**src/rtl/osbs_pkg.sv**
```systemverilog
package osbs_pkg;

    localparam int STAT_W      = 32;
    localparam int NUM_CLASSES = 4;
    localparam int NUM_STATS   = 12;

    // Stream widths
    localparam int S_TDATA_W = 72;
    localparam int S_TUSER_W = 4;
    localparam int M_TDATA_W = NUM_STATS * STAT_W;

    // Bit offsets of the side counters inside m_tdata
    localparam int BUY_CNT_LSB  = 8 * STAT_W;
    localparam int SELL_CNT_LSB = 9 * STAT_W;

    // Configuration port
    localparam int CFG_INDEX_W = 3;
    localparam int CFG_DATA_W  = 32;

    typedef enum logic [CFG_INDEX_W-1:0] {
        REG_VOL_SMALL  = 3'd0,
        REG_VOL_MEDIUM = 3'd1,
        REG_VOL_LARGE  = 3'd2,
        REG_AMT_SMALL  = 3'd3,
        REG_AMT_MEDIUM = 3'd4,
        REG_AMT_LARGE  = 3'd5
    } cfg_index_t;

    localparam logic [31:0] VOL_SMALL_RST  = 32'd20000;
    localparam logic [31:0] VOL_MEDIUM_RST = 32'd100000;
    localparam logic [31:0] VOL_LARGE_RST  = 32'd500000;
    localparam logic [31:0] AMT_SMALL_RST  = 32'd40000;
    localparam logic [31:0] AMT_MEDIUM_RST = 32'd100000;
    localparam logic [31:0] AMT_LARGE_RST  = 32'd1000000;

    // Ten digits already bring any 32-bit amount to zero
    localparam logic [7:0]  DIGIT_LIMIT = 8'd10;
    // floor(x / 10) == (x * RECIP_TEN) >> RECIP_SHIFT for every 32-bit x
    localparam logic [31:0] RECIP_TEN   = 32'hCCCC_CCCD;
    localparam int          RECIP_SHIFT = 35;

    localparam int QUEUE_DEPTH_DEF = 2;

    typedef enum logic [1:0] {
        ACT_ORDER    = 2'd0,
        ACT_WITHDRAW = 2'd1,
        ACT_CLEAR    = 2'd2,
        ACT_NONE     = 2'd3
    } action_t;

    // One classified item on its way from the front to the back
    typedef struct packed {
        action_t     action;
        logic        sell;
        logic        split;
        logic [1:0]  cls;
        logic [31:0] volume;
    } op_t;

endpackage

```
**src/rtl/osbs_queue.sv**
```systemverilog
module osbs_queue import osbs_pkg::*; #(
    parameter int DEPTH = QUEUE_DEPTH_DEF
) (
    input  logic aclk,
    input  logic aresetn,
    input  logic push_valid,
    input  op_t  push_op,
    output logic push_ready,
    output logic pop_valid,
    output op_t  pop_op,
    input  logic pop_ready
);

    localparam int IDX_W = (DEPTH > 1) ? $clog2(DEPTH) : 1;
    localparam int CNT_W = $clog2(DEPTH + 1);

    op_t              entry_reg [DEPTH];
    logic [IDX_W-1:0] wr_ptr_reg, wr_ptr_next;
    logic [IDX_W-1:0] rd_ptr_reg, rd_ptr_next;
    logic [CNT_W-1:0] count_reg, count_next;
    logic             do_push, do_pop;

    assign push_ready = (count_reg != CNT_W'(DEPTH));
    assign pop_valid  = (count_reg != '0);
    assign pop_op     = entry_reg[rd_ptr_reg];
    assign do_push    = push_valid && push_ready;
    assign do_pop     = pop_valid && pop_ready;

    // Advance pointers with wrap, track fill level
    always_comb begin
        wr_ptr_next = wr_ptr_reg;
        rd_ptr_next = rd_ptr_reg;
        count_next  = count_reg;
        if (do_push) begin
            wr_ptr_next = (wr_ptr_reg == IDX_W'(DEPTH - 1)) ? '0 : wr_ptr_reg + IDX_W'(1);
        end
        if (do_pop) begin
            rd_ptr_next = (rd_ptr_reg == IDX_W'(DEPTH - 1)) ? '0 : rd_ptr_reg + IDX_W'(1);
        end
        if (do_push && !do_pop) begin
            count_next = count_reg + CNT_W'(1);
        end else if (do_pop && !do_push) begin
            count_next = count_reg - CNT_W'(1);
        end
    end

    always_ff @(posedge aclk) begin
        if (!aresetn) begin
            wr_ptr_reg <= '0;
            rd_ptr_reg <= '0;
            count_reg  <= '0;
        end else begin
            wr_ptr_reg <= wr_ptr_next;
            rd_ptr_reg <= rd_ptr_next;
            count_reg  <= count_next;
        end
    end

    always_ff @(posedge aclk) begin
        if (do_push) begin
            entry_reg[wr_ptr_reg] <= push_op;
        end
    end

endmodule

```
**config.mk**
```make
export PLATFORM = sky130hd
export DESIGN_NAME = osbs_queue
export DESIGN_NICKNAME = d
export VERILOG_FILES = /design/src/rtl/osbs_pkg.sv /design/src/rtl/osbs_queue.sv
export SDC_FILE = /design/constraint.sdc
export NUM_CORES = 1
export LEC_CHECK = 0
export BUFFER_PORTS_ARGS = -buffer_cell sky130_fd_sc_hd__buf_4
export CAP_MARGIN = 30
export CORE_ASPECT_RATIO = 1.4
export CORE_MARGIN = 2
export CORE_UTILIZATION = 58
export CTS_BUF_LIST = sky130_fd_sc_hd__clkbuf_4 sky130_fd_sc_hd__clkbuf_8
export DETAILED_ROUTE_END_ITERATION = 8
export PLACE_DENSITY = 0.87
export SETUP_SLACK_MARGIN = 0.05
export SLEW_MARGIN = 20
export SYNTH_ARGS = -nofsm -noshare
export SYNTH_HDL_FRONTEND = slang
export SYNTH_SLANG_ARGS = --single-unit
```
**constraint.sdc**
```tcl
create_clock -name aclk -period 5.6 [get_ports aclk]
set_input_delay 0.84 -clock aclk [delete_from_list [all_inputs] [get_ports aclk]]
set_output_delay 0.84 -clock aclk [all_outputs]
set_load 0.005 [all_outputs]
```
; Word-level counts from Yosys, hierarchy flattened
; Memories as Yosys holds them, arrays and structs flattened. A register that Yosys moved wholly into a read port is not among the register bits.
; Cells that the tools add are included.
[totals]
ff_bits = 4
ram_bits = 76
input_bits = 42
out_inout_bits = 40
word_cells = 25
n_memories = 1
[mem_list]
columns = name, words, width, rd, rd_clocked_by_memory_dff, write_ports, line_no
row1 = entry_reg, 2, 38, 1, 1, 1, osbs_queue.sv:17  ; op_t entry_reg [DEPTH];
[classes]
n_addsub = 4
eq_ne = 1
n_mux = 8
reduce_logical = 8
[ops]
columns = op, n
row1 = $mux W1, 6
row2 = $logic_and A1 B1 Y1, 4
row3 = $mux W2, 2
row4 = $reduce_bool A2 Y1, 2
row5 = $add A1 B1 Y1 const B, 2
row6 = $add A2 B1 Y2 const B, 1
row7 = $logic_not A1 Y1, 2
row8 = $ne A2 B2 Y1 const B, 1
row9 = $sub A2 B1 Y2 const B, 1

; Longest topological paths before layout
[depth]
ltp_word = 6
ltp_mapped = 6
ltp_nobuf = 6

; Worst setup path after synthesis
; No wires, ideal clock.
[synth_path]
path_kind = input-to-reg
startpoint = input port push_valid
endpoint = memory entry_reg[1][0] in the netlist's numbering (enable)
setup_ps = 399
t_arrival_ps = 1809
required_time_ps = 5201
slack_ps = 3392
cell_stages = 1
path_buffers = 0
cell_sequence = and3_1
[synth_between]
elab_chain_cells = 3
[synth_rtl]
columns = element, line_no
row1 = from (decl), osbs_queue.sv:6  ; input logic push_valid,
row2 = $logic_and A1 B1 Y1, osbs_queue.sv:26  ; assign do_push = push_valid && push_ready;
row3 = $mux W1, osbs_queue.sv:60  ; if (do_push) begin
row4 = $mux W1 (not written as such), osbs_queue.sv:61  ; entry_reg[wr_ptr_reg] <= push_op;
row5 = to (decl), osbs_queue.sv:17
; Every way passes these cells.

==> results.cfg <==
[outcome]
status = finished clean

[logic_synthesis]
synth_cells = 142
syn_avg_cell_area_um2 = 21.0
synth_largest_area_cell = edfxtp_1
yosysWarnings = 0
synth_nets = 185
ys_ff_latch = 81
synth.distinct_cells = 20
synth_area_leaders = edfxtp_1 77%, mux2_2 14%, dfxtp_1 3.4%
syn_area_mm2 = 0.00298
synth_top_area_frac = 0.766
yosysSeqAreaShare = 0.799

[cells_and_area]
diodes = 0
syn_to_final_growth_pct = 28.1
largest_reg_flops = 76
mostFrequentLayoutCell = buf_4
final_cell_mix = 82 x buf_4, 76 x edfxtp_1, 38 x mux2_2, 9 x clkbuf_8
drive_gt1_frac = 0.593
finalInstanceArea_mm2 = 0.00382
fill_cells = 300
fin_nets = 274
final_util = 0.776

[critical_path]
timing.rr.end = entry_reg[0][12]$_DFFE_PP_
crit_path_end_kind = output pin
required_ps = 4760
r2r_start = count_reg[0]$_SDFFE_PN0P_
path_class = flop to output pin
r2r_cells = 4
r2r_slack_ps = 3610
cp_max_fo = 38
cp-start-kind = flop
arrival_ps = 1860

[global_routing]
antenna_found_initial = 0
grt_use_total = 0.185
grt_overflow = 0
grt_pass1_vias = 1575
grt_max_degree = 39
grt_pass1_wl_um = 7360

[floorplan]
core_mm2 = 0.00492
initial_utilization = 0.606
num_rows = 30
ios = 82
chipWidth_um = 64.6
die_h_um = 88.8
die_area_mm2 = 0.00574

[timing]
whs_ps = 589
period_needed_ps = 2700
period_share = 0.482
hold_viol_final = 0
rsz0062_at_grt = no
drv_slew = 0
fmax_mhz = 371
worstMarginPinSlew_ps = 917
fin_tns_setup_ps = 0
setup_violations = 0
max_slew_margin = 0.389
skew_ps = 6.16

[hold_path]
holdPathStages = 2
hp-class = flop to flop
holdPathEnd = count_reg[1]$_SDFFE_PN0P_
min_from = count_reg[1]$_SDFFE_PN0P_

[placed_design]
dp_hpwl_um = 3350
numPortBuffers = 81
placed_cell_area_mm2 = 0.00365
gp_congestion = 0.691

[routing]
drt-vias-per-instance = 5.21
route.detailed.drc = 0
ant_nets = 0
vias = 1563
drt_iter0_markers = 46
first_pass_iters = 4
wire_per_inst_um = 16.7
drt_wl_total_um = 5010

[clock_tree]
clock_latency_ps = 340
cts-htree-levels = 3
cts_buffers = 9
clock_path_buffers = 2
postCtsHoldBufs = 0
clk_pin_slew_ps = 70
postCtsSetupRepairBufs = 0
cts_tree = yes
clock_sinks = 81
root_buffer = clkbuf_8
cts_resized = 0

[power]
power_uw = 1560
p_per_area_mw_per_mm2 = 410
ir_drop_mv = 0.234
leakagePower_uw = 0.00143

[flow_run]
drv_cap = 0
==> stage by stage <==
stage / setup slack (ps) / instances
2_1_floorplan: 3390 / 142
3_3_place_gp: 3270 / 284
3_5_place_dp: 3250 / 284
4_1_cts: 2870 / 300
5_1_grt: 2820 / 300
6_report: 2900 / 300
==> layout make-up <==
| cell class | instances | area [µm²] | area share |
|---|---|---|---|
| tap | 64 | 80.1 | 0.0210 |
| sequential | 81 | 2380 | 0.624 |
| multi-input combinational | 56 | 568 | 0.149 |
| inverter | 1 | 3.75 | 0.000983 |
| timing repair buffer | 82 | 616 | 0.161 |
| clock buffer | 10 | 131 | 0.0344 |
| clock inverter | 6 | 35.0 | 0.00918 |
==> report_power, final <==
group	internal [µW]	switching, µW	leakage (µW)
registers	758	63.3	0.000751
logic	248	143	0.000596
clock network	162	189	0.0000869
total	1170	395	0.00143
==> layer usage <==
metal	wire, µm	global-route usage	up-vias	part of all wire
li1	-	-	729	-
met1	1870	0.188	772	0.37
met2	2810	0.341	54	0.56
met3	258	0.0649	8	0.052
met4	76	0.0812	0	0.015
met5	0	0	-	0
==> critical path, cell delays in order (launching register included) <==
cell and delay (ps):
dfxtp_2 930, mux2_2 430, buf_4 140
==> cell usage after synthesis (all sizes together) <==
library cell and number:
a21boi 2, mux2 38, o21ai 2, nand3b 1
nand2b 1, buf 4, and3 1, a21bo 1
and2 4, or2 1, xnor2 2, edfxtp 76
ha 1, xor2 1, or3 1, dfxtp 5
inv 1
==> cells by family after synthesis <==
| family | after synthesis | share of synthesized area |
|---|---|---|
| muxes | 38 | 0.144 |
| buffers and inverters | 5 | 0.0105 |
| DFF | 81 | 0.799 |
| xor gates and xnor gates | 3 | 0.00882 |
| adders and majority gates | 1 | 0.00420 |
| AOI/OAI and AO/OA | 5 | 0.0118 |
| and+or+nand+nor | 9 | 0.0218 |
==> how the worst max path moves through the flow <==
stage	startpoint	endpoint	slack, ps	cells after the start
after floorplan	push_valid	entry_reg[1][0]$_DFFE_PP_	3390	1
after global placement	flop	pop_op[32]	3270	2
after detailed placement	flop	pop_op[32]	3250	2
after CTS	flop	pop_op[32]	2870	2
after global routing	flop	pop_op[30]	2820	2
final	flop	pop_op[33]	2900	2
Power figures use the tool's default switching activity.
