[src/rtl/osbs_pkg.sv]
package osbs_pkg;

    localparam int STAT_W      = 32;
    localparam int NUM_CLASSES = 4;
    localparam int NUM_STATS   = 12;

    // Stream widths
    localparam int S_TDATA_W = 72;
    localparam int S_TUSER_W = 4;
    localparam int M_TDATA_W = NUM_STATS * STAT_W;

    // Bit offsets of the side counters inside m_tdata
    localparam int BUY_CNT_LSB  = 8 * STAT_W;
    localparam int SELL_CNT_LSB = 9 * STAT_W;

    // Configuration port
    localparam int CFG_INDEX_W = 3;
    localparam int CFG_DATA_W  = 32;

    typedef enum logic [CFG_INDEX_W-1:0] {
        REG_VOL_SMALL  = 3'd0,
        REG_VOL_MEDIUM = 3'd1,
        REG_VOL_LARGE  = 3'd2,
        REG_AMT_SMALL  = 3'd3,
        REG_AMT_MEDIUM = 3'd4,
        REG_AMT_LARGE  = 3'd5
    } cfg_index_t;

    localparam logic [31:0] VOL_SMALL_RST  = 32'd20000;
    localparam logic [31:0] VOL_MEDIUM_RST = 32'd100000;
    localparam logic [31:0] VOL_LARGE_RST  = 32'd500000;
    localparam logic [31:0] AMT_SMALL_RST  = 32'd40000;
    localparam logic [31:0] AMT_MEDIUM_RST = 32'd100000;
    localparam logic [31:0] AMT_LARGE_RST  = 32'd1000000;

    // Ten digits already bring any 32-bit amount to zero
    localparam logic [7:0]  DIGIT_LIMIT = 8'd10;
    // floor(x / 10) == (x * RECIP_TEN) >> RECIP_SHIFT for every 32-bit x
    localparam logic [31:0] RECIP_TEN   = 32'hCCCC_CCCD;
    localparam int          RECIP_SHIFT = 35;

    localparam int QUEUE_DEPTH_DEF = 2;

    typedef enum logic [1:0] {
        ACT_ORDER    = 2'd0,
        ACT_WITHDRAW = 2'd1,
        ACT_CLEAR    = 2'd2,
        ACT_NONE     = 2'd3
    } action_t;

    // One classified item on its way from the front to the back
    typedef struct packed {
        action_t     action;
        logic        sell;
        logic        split;
        logic [1:0]  cls;
        logic [31:0] volume;
    } op_t;

endpackage

[src/rtl/osbs_front.sv]
module osbs_front import osbs_pkg::*; (
    input  logic                   aclk,
    input  logic                   aresetn,
    input  logic                   s_valid,
    output logic                   s_ready,
    input  logic [1:0]             s_action,
    input  logic signed [1:0]      s_direction,
    input  logic [31:0]            s_price,
    input  logic [31:0]            s_volume,
    input  logic [7:0]             s_digits,
    input  logic                   cfg_wr_en,
    input  logic [CFG_INDEX_W-1:0] cfg_index,
    input  logic [CFG_DATA_W-1:0]  cfg_wdata,
    output logic                   push_valid,
    output op_t                    push_op,
    input  logic                   push_ready
);

    typedef enum logic [2:0] {
        ST_IDLE = 3'b001,
        ST_DIV  = 3'b010,
        ST_PUSH = 3'b100
    } front_state_t;

    front_state_t state_reg, state_next;
    logic [31:0]  amount_reg, amount_next;
    logic [3:0]   digit_cnt_reg, digit_cnt_next;
    op_t          op_reg, op_next;

    logic [31:0] vol_small_reg, vol_medium_reg, vol_large_reg;
    logic [31:0] amt_small_reg, amt_medium_reg, amt_large_reg;

    logic [31:0] amount_mul;
    logic [63:0] recip_prod;
    logic [31:0] amount_div;
    logic [3:0]  digit_start;
    logic [1:0]  cls;

    // Wrapped product, then one divide by ten per step
    assign amount_mul = s_price * s_volume;
    assign recip_prod = 64'(amount_reg) * 64'(RECIP_TEN);
    assign amount_div = {{RECIP_SHIFT - 32{1'b0}}, recip_prod[63:RECIP_SHIFT]};

    // Clamp the digit count; only orders need the scaled amount
    always_comb begin
        if (action_t'(s_action) != ACT_ORDER) begin
            digit_start = '0;
        end else if (s_digits >= DIGIT_LIMIT) begin
            digit_start = 4'(DIGIT_LIMIT);
        end else begin
            digit_start = s_digits[3:0];
        end
    end

    // Pick the highest size class whose threshold is met
    always_comb begin
        priority if (op_reg.volume >= vol_large_reg || amount_reg >= amt_large_reg) begin
            cls = 2'd3;
        end else if (op_reg.volume >= vol_medium_reg || amount_reg >= amt_medium_reg) begin
            cls = 2'd2;
        end else if (op_reg.volume >= vol_small_reg || amount_reg >= amt_small_reg) begin
            cls = 2'd1;
        end else begin
            cls = 2'd0;
        end
    end

    assign s_ready    = (state_reg == ST_IDLE);
    assign push_valid = (state_reg == ST_PUSH);

    always_comb begin
        push_op     = op_reg;
        push_op.cls = cls;
    end

    // Sequence one item: load, scale, hand over
    always_comb begin
        state_next     = state_reg;
        amount_next    = amount_reg;
        digit_cnt_next = digit_cnt_reg;
        op_next        = op_reg;
        unique case (state_reg)
            ST_IDLE: begin
                if (s_valid) begin
                    amount_next    = amount_mul;
                    digit_cnt_next = digit_start;
                    op_next.action = action_t'(s_action);
                    op_next.sell   = s_direction[1];
                    op_next.split  = (s_direction == 2'sd0);
                    op_next.cls    = '0;
                    op_next.volume = s_volume;
                    state_next     = (digit_start == '0) ? ST_PUSH : ST_DIV;
                end
            end
            ST_DIV: begin
                amount_next    = amount_div;
                digit_cnt_next = digit_cnt_reg - 4'd1;
                if (digit_cnt_reg == 4'd1) begin
                    state_next = ST_PUSH;
                end
            end
            ST_PUSH: begin
                if (push_ready) begin
                    state_next = ST_IDLE;
                end
            end
            default: begin
                state_next = ST_IDLE;
            end
        endcase
    end

    always_ff @(posedge aclk) begin
        if (!aresetn) begin
            state_reg <= ST_IDLE;
        end else begin
            state_reg <= state_next;
        end
        amount_reg    <= amount_next;
        digit_cnt_reg <= digit_cnt_next;
        op_reg        <= op_next;
    end

    // Threshold registers
    always_ff @(posedge aclk) begin
        if (!aresetn) begin
            vol_small_reg  <= VOL_SMALL_RST;
            vol_medium_reg <= VOL_MEDIUM_RST;
            vol_large_reg  <= VOL_LARGE_RST;
            amt_small_reg  <= AMT_SMALL_RST;
            amt_medium_reg <= AMT_MEDIUM_RST;
            amt_large_reg  <= AMT_LARGE_RST;
        end else if (cfg_wr_en) begin
            unique case (cfg_index)
                REG_VOL_SMALL:  vol_small_reg  <= cfg_wdata;
                REG_VOL_MEDIUM: vol_medium_reg <= cfg_wdata;
                REG_VOL_LARGE:  vol_large_reg  <= cfg_wdata;
                REG_AMT_SMALL:  amt_small_reg  <= cfg_wdata;
                REG_AMT_MEDIUM: amt_medium_reg <= cfg_wdata;
                REG_AMT_LARGE:  amt_large_reg  <= cfg_wdata;
                default: ;
            endcase
        end
    end

endmodule

[config.mk]
export PLATFORM = sky130hd
export DESIGN_NAME = osbs_front
export DESIGN_NICKNAME = d
export VERILOG_FILES = /design/src/rtl/osbs_pkg.sv /design/src/rtl/osbs_front.sv
export SDC_FILE = /design/constraint.sdc
export NUM_CORES = 2
export LEC_CHECK = 0
export ABC_AREA = 1
export BUFFER_PORTS_ARGS = -buffer_cell sky130_fd_sc_hd__buf_2
export CAP_MARGIN = 20
export CORE_ASPECT_RATIO = 0.5
export CORE_MARGIN = 1
export CORE_UTILIZATION = 50
export DETAILED_ROUTE_END_ITERATION = 7
export PLACE_DENSITY = 0.74
export SYNTH_ARGS = -nofsm -noshare
export SYNTH_HDL_FRONTEND = slang
export SYNTH_SLANG_ARGS = --single-unit
[constraint.sdc]
create_clock -name aclk -period 11.1 [get_ports aclk]
set_clock_uncertainty 0.05 [all_clocks]
set_input_delay 1.11 -clock aclk [delete_from_list [all_inputs] [get_ports aclk]]
set_output_delay 1.11 -clock aclk [all_outputs]
set_load 0.03 [all_outputs]
# Word-level counts from Yosys, hierarchy flattened
# Cells that the tools add are included.
# word_totals
wordCells,66
ff_bits,267
output_inout_bits,40
# classes
addsub,1
n_lt_le_gt_ge,7
n_mux,14
n_reduce_logical,17
n_mul,2
n_eq_ne,12
# ops
operator,n
$ge 32x32->1,6
$mul 32x32->64 const B,1
$pmux 32 s2,1
$mul 32x32->32,1
$mux 32,1
$reduce_and 2->1,8
$mux 3,4
$mux 4,3
$eq 3x2->1 const B,3
$eq 3x3->1 const B,3
$pmux 3 s3,1
$ge 8x4->1 const B,1
$pmux 4 s2,1
$eq 3x1->1 const B,2
$eq 4x1->1 const B,1
$logic_not 4->1,1
$mux 2,2
$ne 2x2->1 const B,2
$reduce_bool 2->1,2
$sub 4x1->4 const B,1
$logic_not 3->1,1
$logic_or 1x1->1,3
$reduce_and 3->1,1
$logic_not 2->1,1
other kinds (2),2

# Longest topological paths before layout
# logic_depth
depth_word,7
ltp_mapped,34
ltp_nobuf,33

# Least setup slack after synthesis
# OpenSTA, ideal clock, no wires.
# synth_timing
path_type,input-to-reg
from,input s_volume[2]
to,"register amount_reg[30], data pin"
path_slack_ps,3736
setup_time_ps,255
arrival_time_ps,7059
path_buffers,2
required_ps,10795
stages,26
path_cell_list,clkbuf_1 > buf_1 > nand2_1 > fa_1 > inv_1 > fa_1 > inv_1 > fa_1 > fa_1 > inv_1 > fa_1 > fa_1 > fa_1 > fa_1 > ha_1 > nand2_1 > nor2_1 > inv_1 > nor2_1 > nand3_1 > nand3_1 > nand3_1 > nand2_1 > nand2_1 > a21oi_1 > nor2_1
# synth_via
elab_chain_cells,3
# synth_lines
element,line,source
"start, declared",osbs_front.sv:9,"input logic [31:0] s_volume,"
$mul 32x32->32,osbs_front.sv:40,assign amount_mul = s_price * s_volume;
$mux 32,osbs_front.sv:84,if (s_valid) begin
$pmux 32 s2,osbs_front.sv:82,unique case (state_reg)
"end signal, assigned",osbs_front.sv:119,amount_reg <= amount_next;
"end, declared",osbs_front.sv:26,"logic [31:0] amount_reg, amount_next;"
# No other way between the ends. The select of a mux whose other input is x is not followed.
# A chain may end at the register's enable or synchronous reset.

# Worst setup path in the final report
# layout_timing
from,register amount_reg[23]
to,"register amount_reg[21], data pin"
# layout_via
elab_chain_cells,2
# layout_lines
element,line,source
$mul 32x32->64,osbs_front.sv:41,assign recip_prod = 64'(amount_reg) * 64'(RECIP_TEN);
$pmux 32 s2,osbs_front.sv:82,
named net amount_next[21],osbs_front.sv:26,
# The timed path passes the listed nets, and every way through them passes these cells.

==> flow_metrics.env <==
export IMPL_pre_cts_ws_ps=2940
export IMPL_finalCriticalPeriod_ps=7840
export IMPL_postCtsHoldBufs=0
export IMPL_required_ps=11380
export IMPL_fin_util_pct=53.8
export IMPL_setup_slack_ps=3260
export IMPL_die_width_um=443
export IMPL_syn_inst=6018
export IMPL_synth_fp_nets=7591
export IMPL_ys_seq_area_share_pct=12.5
export IMPL_start_util_pct=50.8
export IMPL_ys_seq_elements=267
export IMPL_grt_first_pass_wirelength_mm=226
export IMPL_slew_violations=0
export IMPL_ys_flop_type="dfxtp_1"
export IMPL_maxSlewHeadroom_pct=29.3
export IMPL_setup_tns_ps=0
export IMPL_ys_warnings_count=0
export IMPL_synth_top_family_by_area="adder cells"
export IMPL_cts_buffers=31
export IMPL_viasPerCell=5.34
export IMPL_nets=7639
export IMPL_place_port_buffers=155
export IMPL_cap_viol_max_count=0
export IMPL_top_layer="met4"
export IMPL_cp_start_kind="flip-flop"
export IMPL_grt_pass1_vias=39004
export IMPL_cp_arrival_ps=8110
export IMPL_num_vias=39336
export IMPL_clk_path_buf_depth=3
export IMPL_drc=0
export IMPL_core_area_um2=95900
export IMPL_largest_reg_flops=36
export IMPL_wl_met2_mm=63.7
export IMPL_timing_final_crit_share_pct=70.6
export IMPL_gp_congestion=1.03
export IMPL_fmax_mhz=128
export IMPL_first_pass_iters=6
export IMPL_min_path_type="flip-flop to flip-flop"
export IMPL_layout_common_cells="inv_1 (1691), nand2_1 (1089), fa_1 (794), ha_1 (663), a21oi_1 (375)"
export IMPL_syn2layout_area_growth_pct=5.99
export IMPL_synthArstFlopShare_pct=0
export IMPL_synth_area_um2=48700
export IMPL_synth_xor_area_share_pct=1.30
export IMPL_clk_pin_slew_worst_paths_ps=60
export IMPL_grt_use_total_pct=29.8
export IMPL_avgSynthCellArea_um2=8.09
export IMPL_hold_depth=2
export IMPL_status="complete, no violations"
export IMPL_endpoint_kind="flip-flop"
export IMPL_crit_fanout=8
export IMPL_antenna_found_initial=6
export IMPL_synthSimpleGateAreaFrac_pct=12.8
export IMPL_die_h_um=223
export IMPL_ant_nets=0
export IMPL_cts_tree="built"
export IMPL_ctsResizeCount=0
export IMPL_ioPinCount=156
export IMPL_htreeDepth=1
export IMPL_num_rows=80
export IMPL_grt_max_degree=118
export IMPL_clock_sinks=267
export IMPL_first_iter_violations=3737
export IMPL_post_cts_buffers=0
export IMPL_ys_types=52
export IMPL_dp_hpwl_mm=120
export IMPL_drive_above_1_share_pct=4.56
export IMPL_grt_ovfl_total=0
export IMPL_wl_met1_mm=63.6
export IMPL_rsz0062_at_grt="no"
export IMPL_synthAdderAreaFrac_pct=49.7
export IMPL_synth_edf_count=72
export IMPL_wl_met3_mm=13.9
export IMPL_clk_latency_ps=600
export IMPL_final_common_cell="inv_1"
export IMPL_dieArea_um2=98700
export IMPL_finalHoldViolCount=0
export IMPL_setup_viol=0
export IMPL_routed_wl_mm=146
export IMPL_post_drt_wl_per_cell_um=19.9
export IMPL_cts_root_buf="clkbuf_16"
export IMPL_reg2reg_depth=24
export IMPL_synth_compound_area_share_pct=9.21
export IMPL_tightest_slew_ps=1060
export IMPL_crit_type="flip-flop to flip-flop"
export IMPL_synthMuxAreaShare_pct=0.0206
## final cells by class
type / instances / area [um^2]
antenna: 3 / 7.51
clock buffer: 41 / 895
clock inverter: 16 / 136
fill: 9019 / 44300
inverter: 1701 / 6380
multi-input combinational: 3882 / 35500
sequential: 267 / 6070
tap: 1271 / 1590
timing repair buffer: 183 / 988
## path summary, 6_finish.rpt
kind               startpoint               end  slack, ps
max            amount_reg[23]    amount_reg[21]       3260
max reg2reg    amount_reg[23]    amount_reg[21]       3260
min reg2reg  amt_small_reg[4]  amt_small_reg[4]        410
min          amt_small_reg[4]  amt_small_reg[4]        410
## cells in the mapped netlist (25+ instances only)
library cell | n | share of area, %
ha_1 | 663 | 17
dfxtp_1 | 195 | 8.0
nor2_1 | 209 | 1.6
nand3_1 | 118 | 1.2
inv_1 | 1692 | 13
o21ai_0 | 281 | 2.9
edfxtp_1 | 72 | 4.4
a21oi_1 | 375 | 3.9
nor3_1 | 32 | 0.33
fa_1 | 794 | 33
clkbuf_1 | 136 | 1.0
o211ai_1 | 45 | 0.69
nand4_1 | 25 | 0.32
nand2_1 | 1089 | 8.4
xor2_1 | 52 | 0.94
## stage by stage
step                cell area (um^2)  hold slack (ps)  cells
finish                         51600              406   7364
floorplan                      48700              383   6018
detailed placement             50600              401   7304
CTS                            51600              411   7361
global placement               50600              394   7304
global route                   51600              423   7364
## layer usage
layer,vias to the layer above,track usage (%)
met5,-,0
met4,0,9.23
met3,249,4.40
met2,1721,46.1
met1,19066,43.2
li1,18300,-
## worst max-delay path, cell delays in order (launching register included)
cell and delay, ps:
edfxtp_1 820, ha_1 600, inv_1 260, fa_1 570, inv_1 50, fa_1 430
fa_1 550, inv_1 50, fa_1 530, inv_1 60, fa_1 520, fa_1 450
ha_1 300, ha_1 410, nand2_1 120, nor2_1 120, inv_1 70, nor2_1 250
inv_1 180, nor3_1 390, nand3b_1 360, nand2_1 140, nand2_1 50, nand3_1 120
nand2_1 70
## cells by family (layout without fill, tap and decap cells)
logic type	count (synthesis)	after routing
buf+inv	1869	1941
mux	1	1
compound gates	820	820
other cells	0	3
xor+xnor	72	72
fa+ha+maj	1457	1457
flops	267	267
simple gates	1532	1532
Power is left out: the tool's default activity adds up to more than one toggle a clock period on the data nets, which glitch-free logic cannot reach.
