==> src/rtl/osbs_pkg.sv <==
package osbs_pkg;

    localparam int STAT_W      = 32;
    localparam int NUM_CLASSES = 4;
    localparam int NUM_STATS   = 12;

    // Stream widths
    localparam int S_TDATA_W = 72;
    localparam int S_TUSER_W = 4;
    localparam int M_TDATA_W = NUM_STATS * STAT_W;

    // Bit offsets of the side counters inside m_tdata
    localparam int BUY_CNT_LSB  = 8 * STAT_W;
    localparam int SELL_CNT_LSB = 9 * STAT_W;

    // Configuration port
    localparam int CFG_INDEX_W = 3;
    localparam int CFG_DATA_W  = 32;

    typedef enum logic [CFG_INDEX_W-1:0] {
        REG_VOL_SMALL  = 3'd0,
        REG_VOL_MEDIUM = 3'd1,
        REG_VOL_LARGE  = 3'd2,
        REG_AMT_SMALL  = 3'd3,
        REG_AMT_MEDIUM = 3'd4,
        REG_AMT_LARGE  = 3'd5
    } cfg_index_t;

    localparam logic [31:0] VOL_SMALL_RST  = 32'd20000;
    localparam logic [31:0] VOL_MEDIUM_RST = 32'd100000;
    localparam logic [31:0] VOL_LARGE_RST  = 32'd500000;
    localparam logic [31:0] AMT_SMALL_RST  = 32'd40000;
    localparam logic [31:0] AMT_MEDIUM_RST = 32'd100000;
    localparam logic [31:0] AMT_LARGE_RST  = 32'd1000000;

    // Ten digits already bring any 32-bit amount to zero
    localparam logic [7:0]  DIGIT_LIMIT = 8'd10;
    // floor(x / 10) == (x * RECIP_TEN) >> RECIP_SHIFT for every 32-bit x
    localparam logic [31:0] RECIP_TEN   = 32'hCCCC_CCCD;
    localparam int          RECIP_SHIFT = 35;

    localparam int QUEUE_DEPTH_DEF = 2;

    typedef enum logic [1:0] {
        ACT_ORDER    = 2'd0,
        ACT_WITHDRAW = 2'd1,
        ACT_CLEAR    = 2'd2,
        ACT_NONE     = 2'd3
    } action_t;

    // One classified item on its way from the front to the back
    typedef struct packed {
        action_t     action;
        logic        sell;
        logic        split;
        logic [1:0]  cls;
        logic [31:0] volume;
    } op_t;

endpackage

==> src/rtl/osbs_back.sv <==
module osbs_back import osbs_pkg::*; (
    input  logic                 aclk,
    input  logic                 aresetn,
    input  logic                 pop_valid,
    input  op_t                  pop_op,
    output logic                 pop_ready,
    output logic                 m_valid,
    input  logic                 m_ready,
    output logic [M_TDATA_W-1:0] m_data
);

    logic [STAT_W-1:0] buy_tot_reg  [NUM_CLASSES];
    logic [STAT_W-1:0] sell_tot_reg [NUM_CLASSES];
    logic [STAT_W-1:0] order_cnt_reg [2];
    logic [STAT_W-1:0] wd_tot_reg    [2];
    logic [STAT_W-1:0] buy_tot_next  [NUM_CLASSES];
    logic [STAT_W-1:0] sell_tot_next [NUM_CLASSES];
    logic [STAT_W-1:0] order_cnt_next [2];
    logic [STAT_W-1:0] wd_tot_next    [2];

    logic                 m_valid_reg;
    logic [M_TDATA_W-1:0] m_data_reg, m_data_next;
    logic [STAT_W-1:0]    half_volume;
    logic                 do_pop;

    assign pop_ready   = !m_valid_reg || m_ready;
    assign do_pop      = pop_valid && pop_ready;
    assign m_valid     = m_valid_reg;
    assign m_data      = m_data_reg;
    assign half_volume = pop_op.volume >> 1;

    // Apply one item to the statistics
    always_comb begin
        buy_tot_next   = buy_tot_reg;
        sell_tot_next  = sell_tot_reg;
        order_cnt_next = order_cnt_reg;
        wd_tot_next    = wd_tot_reg;
        unique case (pop_op.action)
            ACT_ORDER: begin
                if (pop_op.sell) begin
                    sell_tot_next[pop_op.cls] = sell_tot_reg[pop_op.cls] + pop_op.volume;
                end else begin
                    buy_tot_next[pop_op.cls] = buy_tot_reg[pop_op.cls] + pop_op.volume;
                end
                order_cnt_next[pop_op.sell] = order_cnt_reg[pop_op.sell] + 32'd1;
            end
            ACT_WITHDRAW: begin
                if (pop_op.split) begin
                    wd_tot_next[0] = wd_tot_reg[0] + half_volume;
                    wd_tot_next[1] = wd_tot_reg[1] + half_volume;
                end else begin
                    wd_tot_next[pop_op.sell] = wd_tot_reg[pop_op.sell] + pop_op.volume;
                end
            end
            ACT_CLEAR: begin
                for (int k = 0; k < NUM_CLASSES; k++) begin
                    buy_tot_next[k]  = '0;
                    sell_tot_next[k] = '0;
                end
                for (int k = 0; k < 2; k++) begin
                    order_cnt_next[k] = '0;
                    wd_tot_next[k]    = '0;
                end
            end
            ACT_NONE: ;
            default: ;
        endcase
    end

    // Pack the updated totals, first total in the lowest bits
    always_comb begin
        for (int k = 0; k < NUM_CLASSES; k++) begin
            m_data_next[k * STAT_W +: STAT_W]                 = buy_tot_next[k];
            m_data_next[(NUM_CLASSES + k) * STAT_W +: STAT_W] = sell_tot_next[k];
        end
        m_data_next[BUY_CNT_LSB +: STAT_W]       = order_cnt_next[0];
        m_data_next[SELL_CNT_LSB +: STAT_W]      = order_cnt_next[1];
        m_data_next[10 * STAT_W +: STAT_W]       = wd_tot_next[0];
        m_data_next[11 * STAT_W +: STAT_W]       = wd_tot_next[1];
    end

    // Hold statistics and the result register
    always_ff @(posedge aclk) begin
        if (!aresetn) begin
            for (int k = 0; k < NUM_CLASSES; k++) begin
                buy_tot_reg[k]  <= '0;
                sell_tot_reg[k] <= '0;
            end
            for (int k = 0; k < 2; k++) begin
                order_cnt_reg[k] <= '0;
                wd_tot_reg[k]    <= '0;
            end
            m_valid_reg <= 1'b0;
        end else if (do_pop) begin
            buy_tot_reg   <= buy_tot_next;
            sell_tot_reg  <= sell_tot_next;
            order_cnt_reg <= order_cnt_next;
            wd_tot_reg    <= wd_tot_next;
            m_valid_reg   <= 1'b1;
        end else if (m_ready) begin
            m_valid_reg <= 1'b0;
        end
    end

    always_ff @(posedge aclk) begin
        if (do_pop) begin
            m_data_reg <= m_data_next;
        end
    end

endmodule

==> config.mk <==
export PLATFORM = sky130hd
export DESIGN_NAME = osbs_back
export DESIGN_NICKNAME = d
export VERILOG_FILES = /design/src/rtl/osbs_pkg.sv /design/src/rtl/osbs_back.sv
export SDC_FILE = /design/constraint.sdc
export NUM_CORES = 2
export LEC_CHECK = 0
export BUFFER_PORTS_ARGS = -buffer_cell sky130_fd_sc_hd__clkbuf_2
export CORE_AREA = 10 10 319 321
export DETAILED_ROUTE_END_ITERATION = 10
export DIE_AREA = 0 0 329 331
export GPL_ROUTABILITY_DRIVEN = 0
export SKIP_CTS_REPAIR_TIMING = 1
export SYNTH_ARGS = -nofsm -noshare
export SYNTH_HDL_FRONTEND = slang
export SYNTH_SLANG_ARGS = --single-unit
==> constraint.sdc <==
create_clock -name aclk -period 18.8 [get_ports aclk]
set_clock_uncertainty 0.05 [all_clocks]
set_input_delay 3.76 -clock aclk [delete_from_list [all_inputs] [get_ports aclk]]
set_output_delay 3.76 -clock aclk [all_outputs]
set_load 0.005 [all_outputs]
=== Word level (Yosys, flattened, before mapping) ===
Cells that the tools add are included.

* Register bits: 769
* Input port bits: 42
* Output and inout bits: 386
* Logic and storage cells: 64

* $add $sub $neg: 6
* Order comparisons: 4
* Eq/ne operators: 2
* Mux-type cells: 29
* Bitwise logic cells: 2
* Reduce and logical (&&, ||, !) cells: 7

{| class="wikitable"
|+ Operator list
! kind !! number
|-
| 128-bit one-hot mux with 2 select lines || 2
|-
| 32-bit 2-to-1 mux || 12
|-
| 128-bit bitwise mux || 2
|-
| 128-bit 2-to-1 mux || 2
|-
| 64-bit one-hot mux with 2 select lines || 2
|-
| 32-bit binary-select mux with 2-bit select || 2
|-
| 64-bit bitwise mux || 2
|-
| 32-bit adder || 3
|-
| 32-bit by 31-bit adder with 32-bit output || 2
|-
| 32-bit demux with 2-bit select || 1
|-
| 64-bit 2-to-1 mux || 1
|-
| 32-bit by 1-bit adder with 32-bit output (second input constant) || 1
|-
| 32-bit demux with 1-bit select || 1
|-
| 3-bit greater-or-equal comparator (second input constant) || 1
|-
| 1-bit logical AND || 3
|-
| 3-bit by 1-bit < comparator with 1-bit output (second input constant) || 1
|-
| 2-bit inverter with 3-bit output || 1
|-
| 2-bit by 1-bit equality test with 1-bit output (second input constant) || 1
|-
| 2-bit equality test (second input constant) || 1
|-
| 2-bit greater-or-equal comparator (second input constant) || 1
|-
| 2-bit logical NOT || 1
|-
| 2-bit by 1-bit < comparator with 1-bit output (second input constant) || 1
|-
| 1-bit 2-to-1 mux || 2
|-
| 1-bit inverter with 2-bit output || 1
|-
| other kinds (3) || 3
|}

=== Logic depth before layout (Yosys ltp) ===
* Depth after elaboration: 8
* Mapped depth: 21
* Mapped depth without buffers: 14

=== Least setup slack after synthesis ===
Ideal clock, no wire load.

* Path type: input to register
* Start point: input port m_ready
* End point: register m_data_reg[0] (netlist: m_data[0]), enable pin
* Setup time: 0.898 ns
* Arrival: 14.968 ns
* Data required time: 17.852 ns
* Slack: 2.884 ns
* Cell stages on the path: 5
* Path buffers: 2
* Path through: nand2b_1 nand2_1 inv_2 clkbuf_1 clkbuf_1

* Longest elaborated chain between the ends: 2

{| class="wikitable"
|+ RTL lines
! element !! RTL line !! source
|-
| start: declaration || osbs_back.sv:8 || <nowiki>input logic m_ready,</nowiki>
|-
| 1-bit logical OR || osbs_back.sv:26 || <nowiki>assign pop_ready = !m_valid_reg || m_ready;</nowiki>
|-
| 1-bit logical AND || osbs_back.sv:27 || <nowiki>assign do_pop = pop_valid && pop_ready;</nowiki>
|-
| net do_pop || osbs_back.sv:24 || <nowiki>logic do_pop;</nowiki>
|-
| end signal: assignment || osbs_back.sv:107 || <nowiki>m_data_reg <= m_data_next;</nowiki>
|-
| end: declaration || osbs_back.sv:22 || <nowiki>logic [M_TDATA_W-1:0] m_data_reg, m_data_next;</nowiki>
|}

The timed path passes the listed nets, and every way through them passes these cells.
A chain may end at the register's enable or synchronous reset.

=== Worst setup path in the final report ===
* Start point: input port pop_op[32] in the netlist's numbering
* End point: register sell_tot_reg[21] in the netlist's numbering

* Longest elaborated chain between the ends: 8

{| class="wikitable"
|+ RTL lines
! element !! RTL line !! source
|-
| start: declaration || osbs_back.sv:5 || <nowiki>input op_t pop_op,</nowiki>
|-
| 2-bit inverter with 3-bit output (not written as such) (*) || osbs_back.sv:41 || <nowiki>sell_tot_next[pop_op.cls] = sell_tot_reg[pop_op.cls] + pop_op.volume;</nowiki>
|-
| 32-bit binary-select mux with 2-bit select, or another cell as far along || osbs_back.sv:41 ||
|-
| 32-bit 2-to-1 mux (not written as such) / 1-bit logical AND (equally long branches) || osbs_back.sv:41 ||
|-
| 32-bit 2-to-1 mux (not written as such) || osbs_back.sv:41 ||
|-
| 32-bit adder / 32-bit demux with 2-bit select (equally long branches) || osbs_back.sv:41 ||
|-
| 128-bit bitwise mux (*) || osbs_back.sv:41 ||
|-
| 128-bit 2-to-1 mux (*) || osbs_back.sv:40 || <nowiki>if (pop_op.sell) begin</nowiki>
|-
| 128-bit one-hot mux with 2 select lines (*) || osbs_back.sv:38 || <nowiki>unique case (pop_op.action)</nowiki>
|-
| end signal: assignment || osbs_back.sv:96 || <nowiki>sell_tot_reg <= sell_tot_next;</nowiki>
|-
| end: declaration || osbs_back.sv:13 || <nowiki>logic [STAT_W-1:0] sell_tot_reg [NUM_CLASSES];</nowiki>
|}

Every way passes the cells marked *; elsewhere a longest branch is shown, timed or not. The select of a mux whose other input is x is not followed.

==> impl_results.md <==
* Top cell type's share of synthesized area at 27.14%
* Seq/Total Area, Yosys at 45.28%
* Max reg flops at 384
* Number of routed nets with antenna violations at 0
* Die X at 329 µm
* CORE AREA at 95710 µm²
* NumNets Final at 5087
* CTS tree: done
* Post-route worst hold slack at 421.0 ps
* Skew-Pair Late Insertion Delay at 690 ps
* Max clock buf depth at 3
* Most frequent cell after synthesis: o21ai_0
* Finished Cell Area at 48620 µm²
* Vias in the first global route at 35590
* Total Power at 4.285 mW
* Number of synthesis warnings at 0
* Htree depth at 3
* CTS clk-pin slew, worst paths at 60 ps
* R2R depth at 11
* Largest cells by area after synthesis: edfxtp_1 27%, dfxtp_1 18%, o21ai_0 5.9%
* Outcome: completed
* Synthesized cell area at 42490 µm²
* Number of buffers added on ports at 427
* Mapped Cells at 4610
* Synth cell count leaders: 505 x o21ai_0, 495 x nand2_1, 406 x nor2_1
* Critical Path RT at 19280 ps
* Pre-CTS WS at 10030 ps
* Final wirelength at 158700 µm
* Die ar. at 108900 µm²
* Remaining DRCs at 0
* Via count at 38670
* Finish-stage setup viols at 0
* Maxcap violations at 0
* Vias per cell at 6.201
* Layout cell share with drive strength beyond 1 at 15.92%
* Power per Cell Area at 88.14 nW/µm²
* Initial antenna violation count at 17
* First drt pass iteration count at 6
* Worst Max-Slew Pin Slew at 1323 ps
* Slew margin rel. at 11.50%
* Fill count at 9018
* Fin. Hold Viols at 0
* Fin crit period at 8098 ps
* GRT Util Overall at 27.87%
* Hold path depth at 2
* Clk root buf: clkbuf_16
* Die height at 331 µm
* Syn_nets at 4816
* Max-slew violations at 0
* CP Class: in -> reg
* Async SR Flop Fraction at 0%
* CTS Buf Count at 86
* Global-route wire length before repair at 231900 µm
* Synth unique cells at 101
* Pin count of the biggest net entering global routing at 101
* Leak Pwr at 18.89 nW
* Worst-path maximum fanout at 48
* Wire length per cell at 25.44 µm
* RSZ-0062 raised after global routing: no
* Post-synth EDFFs at 384
* Register bit total from synthesis at 769
* Crit path DAT at 8580 ps
* CP Capture Type: flop
* Avg Cell Area, Syn at 9.217 µm²
* Initial detailed-routing violation count at 4360
* Initial core utilization at 44.40%
* Ys flop type: dfxtp_1
* Worst setup SP type: input pin
* Hold/Removal Path Class: reg -> reg
* Yosys top cell by area: edfxtp_1
* Row cnt at 114
* TNS Setup at 0 ps
* IO Pins at 428
* Max Fclk at 123.5 MHz
* Final worst path period share at 43.07%
* Max VDD drop at 0.00007723 V
* Final worst setup slack at 10700 ps
* Placed cell area at 45580 µm²
* Area delta synth->final at 14.42%
* Total gr overflow at 0
* Detailed placer's ending HPWL at 108700 µm
* Clock sink count at 769
==> cell usage in the layout, fill, tap and decap left out, types with 27 or more instances in the layout <==
| cell | count |
|---|---|
| a21oi_1 | 330 |
| xnor2_1 | 91 |
| clkbuf_16 | 87 |
| o31ai_1 | 33 |
| nor2_1 | 402 |
| clkbuf_2 | 423 |
| xor2_1 | 58 |
| mux2_2 | 32 |
| a21o_1 | 86 |
| edfxtp_1 | 384 |
| nand4_1 | 27 |
| nand2_1 | 490 |
| ha_1 | 159 |
| buf_4 | 59 |
| nor3_1 | 80 |
| a22oi_1 | 108 |
| a31oi_1 | 59 |
| mux4_2 | 64 |
| mux2i_1 | 34 |
| and3_1 | 32 |
| inv_1 | 68 |
| a211oi_1 | 40 |
| nand3_1 | 354 |
| o21ai_0 | 505 |
| a22o_1 | 31 |
| dfxtp_1 | 385 |
| nand2b_1 | 42 |
==> layout make-up <==
class	instances	area [µm²]	area share (%)
clock inverters	51	665.6	1.369
multi-input cells	3471	21900	45.05
diodes	6	15.01	0.03088
repair buffers	482	2560	5.266
well taps	1276	1597	3.284
inverters	71	281.5	0.5791
flip-flops and latches	769	19240	39.57
clock buffers	111	2357	4.849
==> worst max-delay path: stages <==
cell and delay (ps):
buf_4 700, buf_4 580, mux4_2 580, ha_1 350, a211oi_1 440, o31ai_2 170, nand3_1 240, a21oi_1 120
o21a_1 200, o21a_1 190, o211ai_1 760, and2_1 290, o311ai_0 160
==> final timing paths <==
path,from,end,slack [ps]
worst min-delay path,sell_tot_reg[34]$_SDFFE_PN0P_,sell_tot_reg[34]$_SDFFE_PN0P_,420
worst max register to register,buy_tot_reg[0]$_SDFFE_PN0P_,m_data[54]$_DFFE_PP_,14480
worst max-delay path,pop_op[32],sell_tot_reg[21]$_SDFFE_PN0P_,10700
worst min register to register,sell_tot_reg[34]$_SDFFE_PN0P_,sell_tot_reg[34]$_SDFFE_PN0P_,420
==> cells by family after synthesis <==
logic type / count (synthesis) / synth area share [%]
XOR/XNOR: 150 / 3.110
multiplexers: 132 / 5.121
adder cells (fa/ha/maj): 164 / 4.918
flip-flops: 769 / 45.28
AND/OR/NAND/NOR: 1555 / 16.52
AO/OA/AOI/OAI: 1470 / 21.67
buffers and inverters: 370 / 3.380
==> power by group <==
group / internal, mW / leakage (nW) / switching [mW]
Combinational: 0.183 / 10.4 / 0.405
Sequential: 1.83 / 7.00 / 0.0462
Clock: 1.06 / 1.44 / 0.755
==> per-layer routing <==
metal  global-route usage (%)  routed length [µm]  vias up
met5                        0                  38        -
met4                    13.89                7993        6
met3                    5.742               14960      404
met2                    43.38               71300     1914
met1                    36.65               64400    18650
li1                         -                   -    17700
==> stage by stage <==
stage | utilization, % | instances
after floorplan | - | 4610
after global placement | 47.62 | 6069
after detailed placement | 47.62 | 6069
after CTS | 50.78 | 6231
after global routing | 50.79 | 6233
final | 50.80 | 6237
(Power assumes the default switching activity.)
